### config.mk
export PLATFORM = sky130hd
export DESIGN_NAME = alignment_block_quality_check
export DESIGN_NICKNAME = d
export VERILOG_FILES = /design/src/sv/abqc_pkg.sv /design/src/sv/abqc_count.sv /design/src/sv/abqc_verdict.sv /design/src/sv/alignment_block_quality_check.sv
export SDC_FILE = /design/constraint.sdc
export NUM_CORES = 1
export LEC_CHECK = 0
export BUFFER_PORTS_ARGS = -buffer_cell sky130_fd_sc_hd__buf_4
export CAP_MARGIN = 10
export CELL_PAD_IN_SITES_DETAIL_PLACEMENT = 1
export CELL_PAD_IN_SITES_GLOBAL_PLACEMENT = 1
export CORE_ASPECT_RATIO = 0.6
export CORE_MARGIN = 4
export CORE_UTILIZATION = 40
export DETAILED_ROUTE_END_ITERATION = 6
export PLACE_DENSITY = 0.69
export SLEW_MARGIN = 20
export SYNTH_ARGS = -nofsm -noshare
export SYNTH_HDL_FRONTEND = slang
export SYNTH_SLANG_ARGS = --single-unit
### constraint.sdc
create_clock -name clk -period 13.7 [get_ports clk]
set_input_delay 2.74 -clock clk [delete_from_list [all_inputs] [get_ports clk]]
set_output_delay 2.74 -clock clk [all_outputs]
set_load 0.01 [all_outputs]
### src/sv/abqc_pkg.sv
// Shared types and constants for the alignment block quality check.
// No dependencies; every other file refers to it by scoped name.
package abqc_pkg;

  localparam int unsigned CHAR_W  = 8;
  localparam int unsigned COUNT_W = 11;
  localparam int unsigned RUN_W   = 3;
  localparam int unsigned FLOOR_W = 8;
  localparam int unsigned RATIO_W = 4;
  localparam int unsigned CFG_IDX_W  = 2;
  localparam int unsigned CFG_DATA_W = 8;
  // Widest product: 2047 * 15 and 2047 * 10 + 9 both fit in 15 bits.
  localparam int unsigned PROD_W  = 15;

  localparam logic [CHAR_W-1:0] GAP_BYTE = 8'd45;

  // Configuration register indexes
  localparam logic [CFG_IDX_W-1:0] CFG_RUN_LIMIT      = 2'd0;
  localparam logic [CFG_IDX_W-1:0] CFG_MISMATCH_FLOOR = 2'd1;
  localparam logic [CFG_IDX_W-1:0] CFG_MISMATCH_RATIO = 2'd2;

  localparam logic [RUN_W-1:0]   RUN_LIMIT_RST      = 3'd4;
  localparam logic [FLOOR_W-1:0] MISMATCH_FLOOR_RST = 8'd3;
  localparam logic [RATIO_W-1:0] MISMATCH_RATIO_RST = 4'd3;

  typedef enum logic [1:0] {
    COL_DEL  = 2'd0,
    COL_INS  = 2'd1,
    COL_ALN  = 2'd2,
    COL_NONE = 2'd3
  } col_type_t;

  // Block totals handed from the counter stage to the verdict stage.
  typedef struct packed {
    logic [COUNT_W-1:0] aligned;
    logic [COUNT_W-1:0] mismatch;
    logic [RUN_W-1:0]   run;
    logic               run_bad;
  } totals_t;

endpackage

### src/sv/abqc_count.sv
// Column classifier and per-block counters (runs, aligned, mismatches).
// Depends on abqc_pkg.
module abqc_count #(
  parameter int MAX_COLUMNS = 1024
) (
  input  logic                          clk,
  input  logic                          rst_n,
  input  logic                          advance,
  input  logic [abqc_pkg::CHAR_W-1:0]   read_char,
  input  logic [abqc_pkg::CHAR_W-1:0]   ref_char,
  input  logic                          last_column,
  input  logic [abqc_pkg::RUN_W-1:0]    run_limit,
  output abqc_pkg::totals_t             totals
);

  localparam logic [abqc_pkg::COUNT_W-1:0] COUNT_CAP =
    abqc_pkg::COUNT_W'((MAX_COLUMNS < 2047) ? MAX_COLUMNS : 2047);

  abqc_pkg::col_type_t             prev_type_r, prev_type_nxt, col_type;
  logic [abqc_pkg::RUN_W-1:0]      run_r, run_nxt;
  logic [abqc_pkg::COUNT_W-1:0]    aligned_r, aligned_nxt;
  logic [abqc_pkg::COUNT_W-1:0]    mismatch_r, mismatch_nxt;

  always_comb begin
    if (read_char == abqc_pkg::GAP_BYTE) begin
      col_type = abqc_pkg::COL_DEL;
    end else if (ref_char == abqc_pkg::GAP_BYTE) begin
      col_type = abqc_pkg::COL_INS;
    end else begin
      col_type = abqc_pkg::COL_ALN;
    end

    aligned_nxt  = aligned_r;
    mismatch_nxt = mismatch_r;
    if (col_type == abqc_pkg::COL_ALN) begin
      aligned_nxt = (aligned_r < COUNT_CAP) ? aligned_r + 1'b1 : COUNT_CAP;
      if (read_char != ref_char) begin
        mismatch_nxt = (mismatch_r < COUNT_CAP) ? mismatch_r + 1'b1 : COUNT_CAP;
      end
    end

    // A new run starts whenever the type changes; count saturates at the limit.
    run_nxt       = run_r;
    prev_type_nxt = prev_type_r;
    if (col_type != prev_type_r) begin
      prev_type_nxt = col_type;
      run_nxt = (run_r < run_limit) ? run_r + 1'b1 : run_limit;
    end

    totals.aligned  = aligned_nxt;
    totals.mismatch = mismatch_nxt;
    totals.run      = run_nxt;
    totals.run_bad  = (run_nxt >= run_limit);
  end

  always_ff @(posedge clk) begin
    if (!rst_n) begin
      prev_type_r <= abqc_pkg::COL_NONE;
      run_r       <= '0;
      aligned_r   <= '0;
      mismatch_r  <= '0;
    end else if (advance) begin
      if (last_column) begin
        prev_type_r <= abqc_pkg::COL_NONE;
        run_r       <= '0;
        aligned_r   <= '0;
        mismatch_r  <= '0;
      end else begin
        prev_type_r <= prev_type_nxt;
        run_r       <= run_nxt;
        aligned_r   <= aligned_nxt;
        mismatch_r  <= mismatch_nxt;
      end
    end
  end

  a_mismatch_le_aligned: assert property (@(posedge clk) disable iff (!rst_n)
    mismatch_r <= aligned_r)
    else $error("mismatch count exceeds aligned count");

  a_aligned_capped: assert property (@(posedge clk) disable iff (!rst_n)
    aligned_r <= COUNT_CAP)
    else $error("aligned count above cap");

  a_clear_after_last: assert property (@(posedge clk) disable iff (!rst_n)
    advance && last_column |=> run_r == '0 && aligned_r == '0
                               && prev_type_r == abqc_pkg::COL_NONE)
    else $error("counters not cleared after last column");

endmodule

### src/sv/abqc_verdict.sv
// Mismatch-ratio and run-limit test and result register with output handshake.
// Depends on abqc_pkg.
module abqc_verdict (
  input  logic                           clk,
  input  logic                           rst_n,
  input  logic                           snap_valid,
  input  abqc_pkg::totals_t              snap,
  input  logic [abqc_pkg::FLOOR_W-1:0]   mismatch_floor,
  input  logic [abqc_pkg::RATIO_W-1:0]   mismatch_ratio_tenths,
  input  logic                           out_stall,
  output logic                           load_ok,
  output logic                           out_valid,
  output logic                           quality_ok,
  output logic [abqc_pkg::COUNT_W-1:0]   aligned_columns,
  output logic [abqc_pkg::COUNT_W-1:0]   mismatch_total,
  output logic [abqc_pkg::RUN_W-1:0]     run_total
);

  logic                           out_valid_r, out_valid_nxt;
  logic                           quality_ok_r;
  logic [abqc_pkg::COUNT_W-1:0]   aligned_r, mismatch_r;
  logic [abqc_pkg::RUN_W-1:0]     run_r;
  logic [abqc_pkg::PROD_W-1:0]    prod, lim;
  logic                           ratio_bad, bad;

  // m >= floor(a*r/10)  <=>  10*m + 9 >= a*r
  always_comb begin
    prod = abqc_pkg::PROD_W'(snap.aligned) * abqc_pkg::PROD_W'(mismatch_ratio_tenths);
    lim  = abqc_pkg::PROD_W'({snap.mismatch, 3'b000})
         + abqc_pkg::PROD_W'({snap.mismatch, 1'b0})
         + abqc_pkg::PROD_W'(9);
    ratio_bad = (snap.mismatch >= abqc_pkg::COUNT_W'(mismatch_floor)) && (lim >= prod);
    bad       = snap.run_bad || ratio_bad;
  end

  assign load_ok       = !out_valid_r || !out_stall;
  assign out_valid_nxt = load_ok ? snap_valid : out_valid_r;

  always_ff @(posedge clk) begin
    if (!rst_n) begin
      out_valid_r <= 1'b0;
    end else begin
      out_valid_r <= out_valid_nxt;
    end
  end

  always_ff @(posedge clk) begin
    if (load_ok && snap_valid) begin
      quality_ok_r <= !bad;
      aligned_r    <= snap.aligned;
      mismatch_r   <= snap.mismatch;
      run_r        <= snap.run;
    end
  end

  assign out_valid       = out_valid_r;
  assign quality_ok      = quality_ok_r;
  assign aligned_columns = aligned_r;
  assign mismatch_total  = mismatch_r;
  assign run_total       = run_r;

  a_load_when_free: assert property (@(posedge clk) disable iff (!rst_n)
    load_ok && snap_valid |=> out_valid_r)
    else $error("result lost on load");

endmodule

### src/sv/alignment_block_quality_check.sv
// Alignment block quality check, top level: input register, counter stage,
// block snapshot register and verdict/result register. Depends on abqc_pkg,
// abqc_count and abqc_verdict.
//
// One alignment column per item enters on in_*; an item is taken on any cycle
// with in_valid high and in_stall low, so a column can follow every cycle. A
// column flows input register -> counter stage -> snapshot register -> result
// register; the result of a block is registered in the snapshot register and
// then the result register, which drives out_*. The counters of the next block
// start on the column right after the last one, so blocks stream without a gap.
// Only a column with last_column set produces an item on out_*. Stalls travel
// back through the stages, each of which can hold one item, so in_stall rises
// only when all three are full. Configuration writes on cfg_* are always taken
// (cfg_ready is tied high) and must only be issued while the block is idle.
// Aligned and mismatch counts saturate at the smaller of MAX_COLUMNS and 2047.
module alignment_block_quality_check #(
  parameter int MAX_COLUMNS = 1024
) (
  input  logic                            clk,
  input  logic                            rst_n,
  // column input
  input  logic                            in_valid,
  output logic                            in_stall,
  input  logic [abqc_pkg::CHAR_W-1:0]     in_read_char,
  input  logic [abqc_pkg::CHAR_W-1:0]     in_ref_char,
  input  logic                            in_last_column,
  // verdict output
  output logic                            out_valid,
  input  logic                            out_stall,
  output logic                            out_quality_ok,
  output logic [abqc_pkg::COUNT_W-1:0]    out_aligned_columns,
  output logic [abqc_pkg::COUNT_W-1:0]    out_mismatch_total,
  output logic [abqc_pkg::RUN_W-1:0]      out_run_total,
  // configuration writes
  input  logic                            cfg_valid,
  output logic                            cfg_ready,
  input  logic [abqc_pkg::CFG_IDX_W-1:0]  cfg_index,
  input  logic [abqc_pkg::CFG_DATA_W-1:0] cfg_data
);

  // Config registers
  logic [abqc_pkg::RUN_W-1:0]   run_limit_r;
  logic [abqc_pkg::FLOOR_W-1:0] mismatch_floor_r;
  logic [abqc_pkg::RATIO_W-1:0] mismatch_ratio_r;

  // Input register
  logic                         a_valid_r, a_valid_nxt;
  logic [abqc_pkg::CHAR_W-1:0]  a_read_r, a_ref_r;
  logic                         a_last_r;

  // Snapshot of a finished block
  logic                         b_valid_r, b_valid_nxt;
  abqc_pkg::totals_t            snap_r;
  abqc_pkg::totals_t            totals;

  logic                         c_ready, b_ready, a_ready, a_fire;

  assign cfg_ready = 1'b1;

  always_ff @(posedge clk) begin
    if (!rst_n) begin
      run_limit_r      <= abqc_pkg::RUN_LIMIT_RST;
      mismatch_floor_r <= abqc_pkg::MISMATCH_FLOOR_RST;
      mismatch_ratio_r <= abqc_pkg::MISMATCH_RATIO_RST;
    end else if (cfg_valid && cfg_ready) begin
      unique case (cfg_index)
        abqc_pkg::CFG_RUN_LIMIT:      run_limit_r      <= cfg_data[abqc_pkg::RUN_W-1:0];
        abqc_pkg::CFG_MISMATCH_FLOOR: mismatch_floor_r <= cfg_data;
        abqc_pkg::CFG_MISMATCH_RATIO: mismatch_ratio_r <= cfg_data[abqc_pkg::RATIO_W-1:0];
        default: ;  // unused index, write dropped
      endcase
    end
  end

  // Backpressure chain: each stage frees up when its successor takes its item.
  assign b_ready  = !b_valid_r || c_ready;
  assign a_ready  = !a_valid_r || b_ready;
  assign a_fire   = a_valid_r && b_ready;
  assign in_stall = !a_ready;

  always_comb begin
    a_valid_nxt = a_valid_r;
    if (a_ready) begin
      a_valid_nxt = in_valid;
    end
    b_valid_nxt = b_valid_r;
    if (b_ready) begin
      b_valid_nxt = a_fire && a_last_r;
    end
  end

  always_ff @(posedge clk) begin
    if (!rst_n) begin
      a_valid_r <= 1'b0;
      b_valid_r <= 1'b0;
    end else begin
      a_valid_r <= a_valid_nxt;
      b_valid_r <= b_valid_nxt;
    end
  end

  always_ff @(posedge clk) begin
    if (a_ready && in_valid) begin
      a_read_r <= in_read_char;
      a_ref_r  <= in_ref_char;
      a_last_r <= in_last_column;
    end
    if (a_fire && a_last_r) begin
      snap_r <= totals;
    end
  end

  abqc_count #(
    .MAX_COLUMNS (MAX_COLUMNS)
  ) u_count (
    .clk         (clk),
    .rst_n       (rst_n),
    .advance     (a_fire),
    .read_char   (a_read_r),
    .ref_char    (a_ref_r),
    .last_column (a_last_r),
    .run_limit   (run_limit_r),
    .totals      (totals)
  );

  abqc_verdict u_verdict (
    .clk                   (clk),
    .rst_n                 (rst_n),
    .snap_valid            (b_valid_r),
    .snap                  (snap_r),
    .mismatch_floor        (mismatch_floor_r),
    .mismatch_ratio_tenths (mismatch_ratio_r),
    .out_stall             (out_stall),
    .load_ok               (c_ready),
    .out_valid             (out_valid),
    .quality_ok            (out_quality_ok),
    .aligned_columns       (out_aligned_columns),
    .mismatch_total        (out_mismatch_total),
    .run_total             (out_run_total)
  );

  a_last_reaches_snapshot: assert property (@(posedge clk) disable iff (!rst_n)
    a_fire && a_last_r |=> b_valid_r)
    else $error("last column did not produce a block snapshot");

  a_snapshot_held: assert property (@(posedge clk) disable iff (!rst_n)
    b_valid_r && !c_ready |=> b_valid_r && $stable(snap_r))
    else $error("pending snapshot changed while blocked");

  a_reset_empty: assert property (@(posedge clk)
    !rst_n |=> !a_valid_r && !b_valid_r && !out_valid)
    else $error("pipeline not empty after reset");

endmodule
==> flow_summary.json, run 1 <==
{
  "avgSynthCellArea_um2": 10.1,
  "syn2layout_area_growth_pct": 17.6,
  "yosys_warnings": 0,
  "rsz0062_at_grt": "no",
  "die_x_um": 182,
  "timing.fmax_ghz": 0.164,
  "maxSlewViolCount": 0,
  "fin_skew_ns": 0.00922,
  "totalWireLength_mm": 20.6,
  "synth_top_cell_by_area": "edfxtp_1",
  "cts_tree": "yes",
  "yosysUniqueCellTypes": 69,
  "netSwitchingPower_uw": 236,
  "max_stage_delay_ns": 0.22,
  "dp_hpwl_mm": 15.6,
  "cp_data_required_time_ns": 10.96,
  "end_kind": "output pin",
  "synth_top_flop_cell": "edfxtp_1",
  "grt-ovfl-total": 0,
  "cts_made_buffers": 17,
  "clk_pin_slew_ns": 0.05,
  "clk_path_buf_depth": 2,
  "ios": 61,
  "register_area_um2": 2970,
  "synth.most_common_cell": "nand2_1",
  "arrival_ns": 3.37,
  "clkPwrFrac_pct": 50.5,
  "grt_max_degree": 32,
  "antenna_cells": 0,
  "worstSetupPathType": "primary input to output pin",
  "post_cts_resized": 0,
  "grt_pass1_wl_mm": 33.6,
  "power_density_nw_per_um2": 111,
  "fin_tns_setup_ns": 0,
  "yosysTopAreaCellShare_pct": 28.6,
  "track_usage_pct": 20.8,
  "cts_num_sinks": 114,
  "irDropWorstVdd_mv": 0.0871,
  "critPathLaunchType": "primary input",
  "cts_setup_buffers": 0,
  "synth_area_leaders": "edfxtp_1 (29%), dfxtp_1 (12%), ha_1 (12%)",
  "drive_gt1_share_pct": 13.2,
  "netlist_instances": 721,
  "crit_top_cell": "buf_4",
  "antenna_found_initial": 0,
  "leakage_uw": 0.00368,
  "drc": 0,
  "maxSlewHeadroom_pct": 30.8,
  "drt_pre_antenna_iters": 5,
  "fp.dieH_um": 112,
  "switching_share_pct": 25.0,
  "core_area_um2": 17500,
  "postRouteAntennaNets": 0,
  "syn_area_um2": 7250,
  "worstMarginPinSlew_ns": 1.04,
  "die_area_um2": 20400,
  "drt_iter0_drc": 352,
  "intPower_uw": 708,
  "postCtsHoldBufs": 0,
  "synth_common_cells": "nand2_1 (76), edfxtp_1 (69), ha_1 (67)",
  "synthesis.nets": 839,
  "finalSetupViolCount": 0,
  "drv_cap": 0,
  "initial_core_util_pct": 41.5,
  "cp_max_fo": 5,
  "htreeDepth": 4,
  "first_global_vias": 6107,
  "crit_path_top_delay_cell": "nor2_1",
  "dpl_cell_area_um2": 7890,
  "hold_viol": 0,
  "final_area_um2": 8520,
  "ys_seq_area_share_pct": 41.0,
  "crit_chain": "buf_4 -> nand3_1 -> nor2_1 -> buf_4",
  "vias_per_cell": 5.59,
  "gp_congestion": 0.821,
  "p_comb_share_pct": 8.9,
  "ys_ff_latch": 114,
  "row_count": 37,
  "hold_path_class": "register to register",
  "placement.io_buffers": 59,
  "nFillCells": 1943,
  "seqPwrFrac_pct": 40.7,
  "rrSetupSlack_ns": 8.67,
  "vias": 5692,
  "async_flop_share_pct": 0,
  "nets": 890,
  "post_drt_wl_per_cell_um": 20.2,
  "status": "finished, final reports clean",
  "cts_root_buffer": "clkbuf_16",
  "final.min_clock_period_ns": 6.11,
  "synth_edf_count": 69,
  "min_period_over_period_pct": 44.6,
  "clock_latency_ns": 0.43,
  "multiInputGateArea_um2": 3980
}
## through the flow
step / util [%] / worst slack [ns] / instances / power (uW) / hold slack, ns
floorplan: - / 7.86 / 721 / 442 / 0.400
global placement: 45.2 / 7.62 / 987 / 468 / 0.405
detailed placement: 45.2 / 7.58 / 987 / 474 / 0.410
CTS: 48.8 / 7.58 / 1019 / 952 / 0.422
global route: 48.8 / 7.49 / 1019 / 980 / 0.427
finish: 48.8 / 7.59 / 1019 / 944 / 0.420
## state kept, by name, indices dropped and copies added, names as in the netlist, 8 cells and up
signal,cells
a_read_r,8
a_ref_r,8
mismatch_floor_r,8
snap_r,26
u_count.aligned_r,11
u_count.mismatch_r,11
u_verdict.aligned_columns,11
u_verdict.mismatch_total,11
## layout by cell type, fill, tap and decap left out, drive strengths merged, types with 10 or more instances in the layout
master and instances:
ha 67, nor2 25, a22o 10, nand3 15, and2 37, mux2i 14, xor2 12, edfxtp 69
buf 60, inv 56, o21ai 29, o21a 11, nand2 76, xnor2 17, dfxtp 45, fa 19
clkbuf 18, a21oi 36, nor2b 25
## worst paths after layout
check / start / cells past startpoint / end
worst max register to register: mismatch_ratio_r[3]$_SDFFE_PN0P_ / 14 / u_verdict.quality_ok$_DFFE_PP_
worst min-delay path: snap_r[3]$_DFFE_PP_ / 0 / u_verdict.run_total[2]$_DFFE_PP_
worst min register to register: snap_r[3]$_DFFE_PP_ / 0 / u_verdict.run_total[2]$_DFFE_PP_
worst max-delay path: out_stall / 4 / in_stall
## cell type report
type | instances | area share [%]
clock buffers | 18 | 5.28
repair buffers | 60 | 5.28
inverters | 53 | 2.33
flip-flops and latches | 114 | 34.9
clock inverters | 14 | 2.05
well taps | 234 | 3.43
multi-input cells | 526 | 46.7
## critical path: cells and delay by family
| family | cells | cell delay [ns] |
|---|---|---|
| simple gates | 2 | 0.36 |
| buf+inv | 2 | 0.27 |
## layer usage
metal	wire length [um]	share of wire (%)	up-vias	global-route usage, %
li1	-	-	2705	-
met1	10400	51	2838	29.9
met2	9090	44	130	32.0
met3	849	4.1	19	4.79
met4	213	1.0	0	4.95
met5	0	0	-	0
## cell families after synthesis
logic type / Yosys count / share of synthesized area (%)
buf+inv: 81 / 4.30
flops: 114 / 41.0
xor+xnor: 29 / 3.50
fa+ha+maj: 86 / 16.8
compound gates: 154 / 14.6
other cells: 1 / 0.0517
simple gates: 238 / 17.1
mux: 18 / 2.61
## power groups by stage
| stage | logic [uW] | clock network [uW] | registers (uW) |
|---|---|---|---|
| floorplan | 56.7 | 0 | 385 |
| global placement | 77.7 | 0 | 390 |
| detailed placement | 82.7 | 0 | 391 |
| CTS | 84.0 | 484 | 384 |
| global route | 94.5 | 501 | 385 |
| finish | 83.7 | 477 | 384 |
Note: power is estimated with default switching activity, not from simulation.
==> run 2, diff against run 1 <==
PLACE_DENSITY = 0.71   (was 0.69)
clock period = 5.4 ns   (was 13.7 ns; I/O delays follow)
==> run 2 against run 1 <==
Net effect: critical path depth up 12; design area is 0.28% lower; largest power group unchanged; clock skew rose by 0.00078 ns; non-clock buffer count up 2; highest routed layer unchanged.
==> flow_summary.json, run 2 (synthesized netlist as in run 1, its figures left out) <==
{
  "hold_path_class": "register to register",
  "worstMarginPinSlew_ns": 0.859,
  "seqPwrFrac_pct": 42.5,
  "nets": 892,
  "postCtsHoldBufs": 0,
  "crit_chain": "and2_1 -> fa_1 -> fa_1 -> fa_1 -> a211oi_1 -> nor2_1 -> or4_1 -> a41oi_1 -> nand2_1 -> xnor2_1 -> ha_1 -> o21a_1 -> o21a_1 -> o21ai_0 -> a31oi_1 -> o32ai_1",
  "grt-ovfl-total": 0,
  "critPathTopFamily": "adder cells",
  "holdWs_ns": 0.421,
  "min_period_over_period_pct": 87.8,
  "fin_tns_setup_ns": 0,
  "grt_max_degree": 32,
  "hold_viol": 0,
  "met1_usage_pct": 31.0,
  "row_count": 37,
  "clk_path_buf_depth": 2,
  "totalWireLength_mm": 20.9,
  "nFillCells": 1950,
  "grt-busiest-layer": "met2",
  "path_buf_inv": 0,
  "p_comb_share_pct": 9.4,
  "drive_gt1_share_pct": 13.0,
  "drt_iter0_drc": 361,
  "switching_share_pct": 24.4,
  "post_drt_wl_per_cell_um": 20.5,
  "vias": 5721,
  "crit_path_top_delay_cell": "dfxtp_1",
  "arrival_ns": 4.98,
  "grt_use_met2_pct": 32.1,
  "cts_num_sinks": 114,
  "netSwitchingPower_uw": 560,
  "status": "finished, final reports clean",
  "cp_max_fo": 12,
  "antenna_cells": 0,
  "cts_setup_buffers": 0,
  "gp_congestion": 0.848,
  "clk_pin_slew_ns": 0.06,
  "htreeDepth": 4,
  "core_area_um2": 17500,
  "placement.io_buffers": 59,
  "end_kind": "register",
  "clkPwrFrac_pct": 48.1,
  "vias_per_cell": 5.60,
  "grt_pass1_wl_mm": 33.8,
  "max_stage_delay_ns": 0.55,
  "irDropWorstVdd_mv": 0.193,
  "first_global_vias": 6055,
  "syn2layout_area_growth_pct": 17.3,
  "initial_core_util_pct": 41.5,
  "intPower_uw": 1730,
  "cts_root_buffer": "clkbuf_16",
  "cts_tree": "yes",
  "maxSlewViolCount": 0,
  "fin_skew_ns": 0.0100,
  "cts_made_buffers": 17,
  "worstSetupPathType": "register to register",
  "fp.dieH_um": 112,
  "clock_latency_ns": 0.42,
  "finalSetupViolCount": 0,
  "cp_data_required_time_ns": 5.64,
  "drc": 0,
  "postRouteAntennaNets": 0,
  "top_register": "snap_r",
  "timing.fmax_ghz": 0.211,
  "drv_cap": 0,
  "track_usage_pct": 21.1,
  "rsz0062_at_grt": "no",
  "power_density_nw_per_um2": 269,
  "met3_usage_pct": 4.34,
  "ios": 61,
  "leakage_uw": 0.00366,
  "drt_pre_antenna_iters": 5,
  "die_area_um2": 20400,
  "crit_top_cell": "fa_1",
  "final_cell_mix": "nand2_1 (76), edfxtp_1 (69), ha_1 (67)",
  "final_common_cell": "nand2_1",
  "post_cts_resized": 0,
  "die_x_um": 182,
  "critPathLaunchType": "register",
  "dp_hpwl_mm": 15.9,
  "final.min_clock_period_ns": 4.74,
  "maxSlewHeadroom_pct": 42.5,
  "antenna_found_initial": 0,
  "largest_reg_flops": 26
}
run 2: through the flow:
stage | setup WS (ns) | utilization [%] | instances | instance area [um^2] | total power [uW]
2_1_floorplan | 1.07 | - | 721 | 7250 | 1120
3_3_place_gp | 0.868 | 45.3 | 988 | 7900 | 1190
3_5_place_dp | 0.697 | 45.3 | 988 | 7900 | 1200
4_1_cts | 0.648 | 48.5 | 1020 | 8460 | 2310
5_1_grt | 0.283 | 48.7 | 1021 | 8500 | 2390
6_report | 0.660 | 48.7 | 1021 | 8500 | 2290
run 2: worst paths after layout:
kind,to,from,slack (ns),cells after the start
min reg2reg,u_verdict.run_total[1]$_DFFE_PP_,snap_r[2]$_DFFE_PP_,0.42,0
max reg2reg,u_verdict.quality_ok$_DFFE_PP_,mismatch_ratio_r[3]$_SDFFE_PN0P_,0.66,16
min,u_verdict.run_total[1]$_DFFE_PP_,snap_r[2]$_DFFE_PP_,0.42,0
max,u_verdict.quality_ok$_DFFE_PP_,mismatch_ratio_r[3]$_SDFFE_PN0P_,0.66,16
run 2: layout make-up:
| type | instances | area [um^2] | share of cell area [%] |
|---|---|---|---|
| clock buffers | 22 | 454 | 5.34 |
| clock inverters | 10 | 113 | 1.32 |
| inverters | 53 | 199 | 2.34 |
| multi-input cells | 526 | 3980 | 46.9 |
| flip-flops and latches | 114 | 2970 | 35.0 |
| well taps | 234 | 293 | 3.44 |
| repair buffers | 62 | 485 | 5.71 |
run 2: power groups by stage:
stage | sequential, uW | clock, uW | combinational (uW)
global placement | 989 | 0 | 199
detailed placement | 991 | 0 | 212
global route | 977 | 1170 | 242
finish | 974 | 1100 | 215
CTS | 974 | 1120 | 215
floorplan | 978 | 0 | 144
run 2: metal layers:
| metal | routed length [um] | share of wire [%] |
|---|---|---|
| met1 | 10800 | 52 |
| met5 | 0 | 0 |
| met2 | 9070 | 43 |
| met3 | 842 | 4.0 |
| met4 | 226 | 1.1 |
==> run 3, diff against run 2 <==
PLACE_DENSITY = 0.78   (was 0.71)
==> run 3 against run 2 <==
Net effect: maximum frequency shrank 2.2%; hold slack got worse by 0.0081 ns; non-clock buffer count down 1; clock power hardly changed; critical endpoint unchanged; largest cell class unchanged; largest power group unchanged.
==> flow_summary.json, run 3 (synthesized netlist as in run 1, its figures left out) <==
{
  "finalSetupViolCount": 0,
  "hold_path_class": "register to register",
  "syn2layout_area_growth_pct": 17.5,
  "final_cell_mix": "nand2_1 (76), edfxtp_1 (69), ha_1 (67)",
  "clkPwrFrac_pct": 48.4,
  "die_area_um2": 20400,
  "clock_latency_ns": 0.42,
  "drv_cap": 0,
  "grt-ovfl-total": 0,
  "power_density_nw_per_um2": 272,
  "vias": 5762,
  "maxSlewViolCount": 0,
  "intPower_uw": 1730,
  "grt_max_degree": 32,
  "arrival_ns": 5.08,
  "worstSetupPathType": "register to register",
  "vias_per_cell": 5.65,
  "final_common_cell": "nand2_1",
  "row_count": 37,
  "p_comb_share_pct": 9.6,
  "post_drt_wl_per_cell_um": 21.2,
  "cts_tree": "yes",
  "post_cts_resized": 0,
  "gp_congestion": 0.847,
  "drc": 0,
  "final.min_clock_period_ns": 4.85,
  "crit_path_top_delay_cell": "dfxtp_1",
  "finalWorstSetupSlack_ns": 0.552,
  "drt_pre_antenna_iters": 5,
  "path_buf_inv": 0,
  "timing.fmax_ghz": 0.206,
  "post-place-ws_ns": 0.641,
  "holdWs_ns": 0.413,
  "cp_max_fo": 12,
  "critPathLaunchType": "register",
  "first_global_vias": 6159,
  "netSwitchingPower_uw": 582,
  "end_kind": "register",
  "drt_iter0_drc": 347,
  "track_usage_pct": 21.1,
  "switching_share_pct": 25.1,
  "cts_num_sinks": 114,
  "worstMarginPinSlew_ns": 0.899,
  "fp.dieH_um": 112,
  "cts_made_buffers": 17,
  "placement.io_buffers": 59,
  "status": "finished, final reports clean",
  "leakage_uw": 0.00368,
  "maxSlewHeadroom_pct": 39.9,
  "cts_setup_buffers": 0,
  "clk_path_buf_depth": 2,
  "fin_tns_setup_ns": 0,
  "fin_skew_ns": 0.0124,
  "top_register": "snap_r",
  "largest_reg_flops": 26,
  "core_area_um2": 17500,
  "cp_data_required_time_ns": 5.64,
  "clk_pin_slew_ns": 0.06,
  "ios": 61,
  "max_stage_delay_ns": 0.56,
  "cts_root_buffer": "clkbuf_16",
  "crit_chain": "and2_1 -> fa_1 -> fa_1 -> fa_1 -> a211oi_1 -> nor2_1 -> or4_1 -> a41oi_1 -> nand2_1 -> xnor2_1 -> ha_1 -> a2111oi_0 -> a31oi_1 -> o32ai_1",
  "dp_hpwl_mm": 16.3,
  "crit_top_cell": "fa_1",
  "irDropWorstVdd_mv": 0.228,
  "min_period_over_period_pct": 89.8,
  "totalWireLength_mm": 21.7,
  "postCtsHoldBufs": 0,
  "nets": 891,
  "rsz0062_at_grt": "no",
  "critPathTopFamily": "adder cells",
  "die_x_um": 182,
  "antenna_found_initial": 0,
  "htreeDepth": 4,
  "grt_pass1_wl_mm": 33.9,
  "initial_core_util_pct": 41.5,
  "postRouteAntennaNets": 0,
  "drive_gt1_share_pct": 13.2,
  "antenna_cells": 0,
  "seqPwrFrac_pct": 42.0,
  "hold_viol": 0
}
-- run 3: cell type report --
class	instances	area, um^2
Tap cell	234	293
Inverter	53	199
Sequential cell	114	2970
Timing Repair Buffer	61	478
Multi-Input combinational cell	526	3990
Fill cell	1910	8940
Clock inverter	12	134
Clock buffer	20	447
-- run 3: final timing paths --
| check | cells past startpoint | endpoint | from | slack (ns) |
|---|---|---|---|---|
| min | 0 | u_verdict.run_total[0]$_DFFE_PP_ | snap_r[1]$_DFFE_PP_ | 0.41 |
| max | 14 | u_verdict.quality_ok$_DFFE_PP_ | mismatch_ratio_r[3]$_SDFFE_PN0P_ | 0.55 |
| max reg2reg | 14 | u_verdict.quality_ok$_DFFE_PP_ | mismatch_ratio_r[3]$_SDFFE_PN0P_ | 0.55 |
| min reg2reg | 0 | u_verdict.run_total[0]$_DFFE_PP_ | snap_r[1]$_DFFE_PP_ | 0.41 |
-- run 3: power groups by stage --
stage          sequential [uW]  clock (uW)  combinational, uW
2_1_floorplan              978           0                144
4_1_cts                    973        1130                218
3_3_place_gp               989           0                195
6_report                   973        1120                221
3_5_place_dp               991           0                214
5_1_grt                    976        1170                247
-- run 3: worst register-to-register path, delay by kind of cell, from the launching register on --
| kind | cells | cell delay (ns) |
|---|---|---|
| adder cells (fa/ha/maj) | 4 | 1.71 |
| AO/OA/AOI/OAI | 5 | 1.38 |
| AND/OR/NAND/NOR | 4 | 0.88 |
| flip-flops | 1 | 0.56 |
| XOR/XNOR | 1 | 0.13 |
-- run 3: per-layer routing --
| metal | wire, um | share of wire, % | GRT usage (%) |
|---|---|---|---|
| met5 | 0 | 0 | 0 |
| met4 | 324 | 1.5 | 5.45 |
| met3 | 1140 | 5.3 | 5.57 |
| met2 | 9690 | 45 | 32.5 |
| met1 | 10500 | 48 | 29.8 |
-- run 3: through the flow --
stage | std cells | total power [uW] | util, % | area [um^2]
2_1_floorplan | 721 | 1120 | - | 7250
3_3_place_gp | 987 | 1180 | 45.2 | 7890
3_5_place_dp | 987 | 1210 | 45.2 | 7890
4_1_cts | 1019 | 2320 | 48.5 | 8470
5_1_grt | 1020 | 2400 | 48.8 | 8510
6_report | 1020 | 2320 | 48.8 | 8510
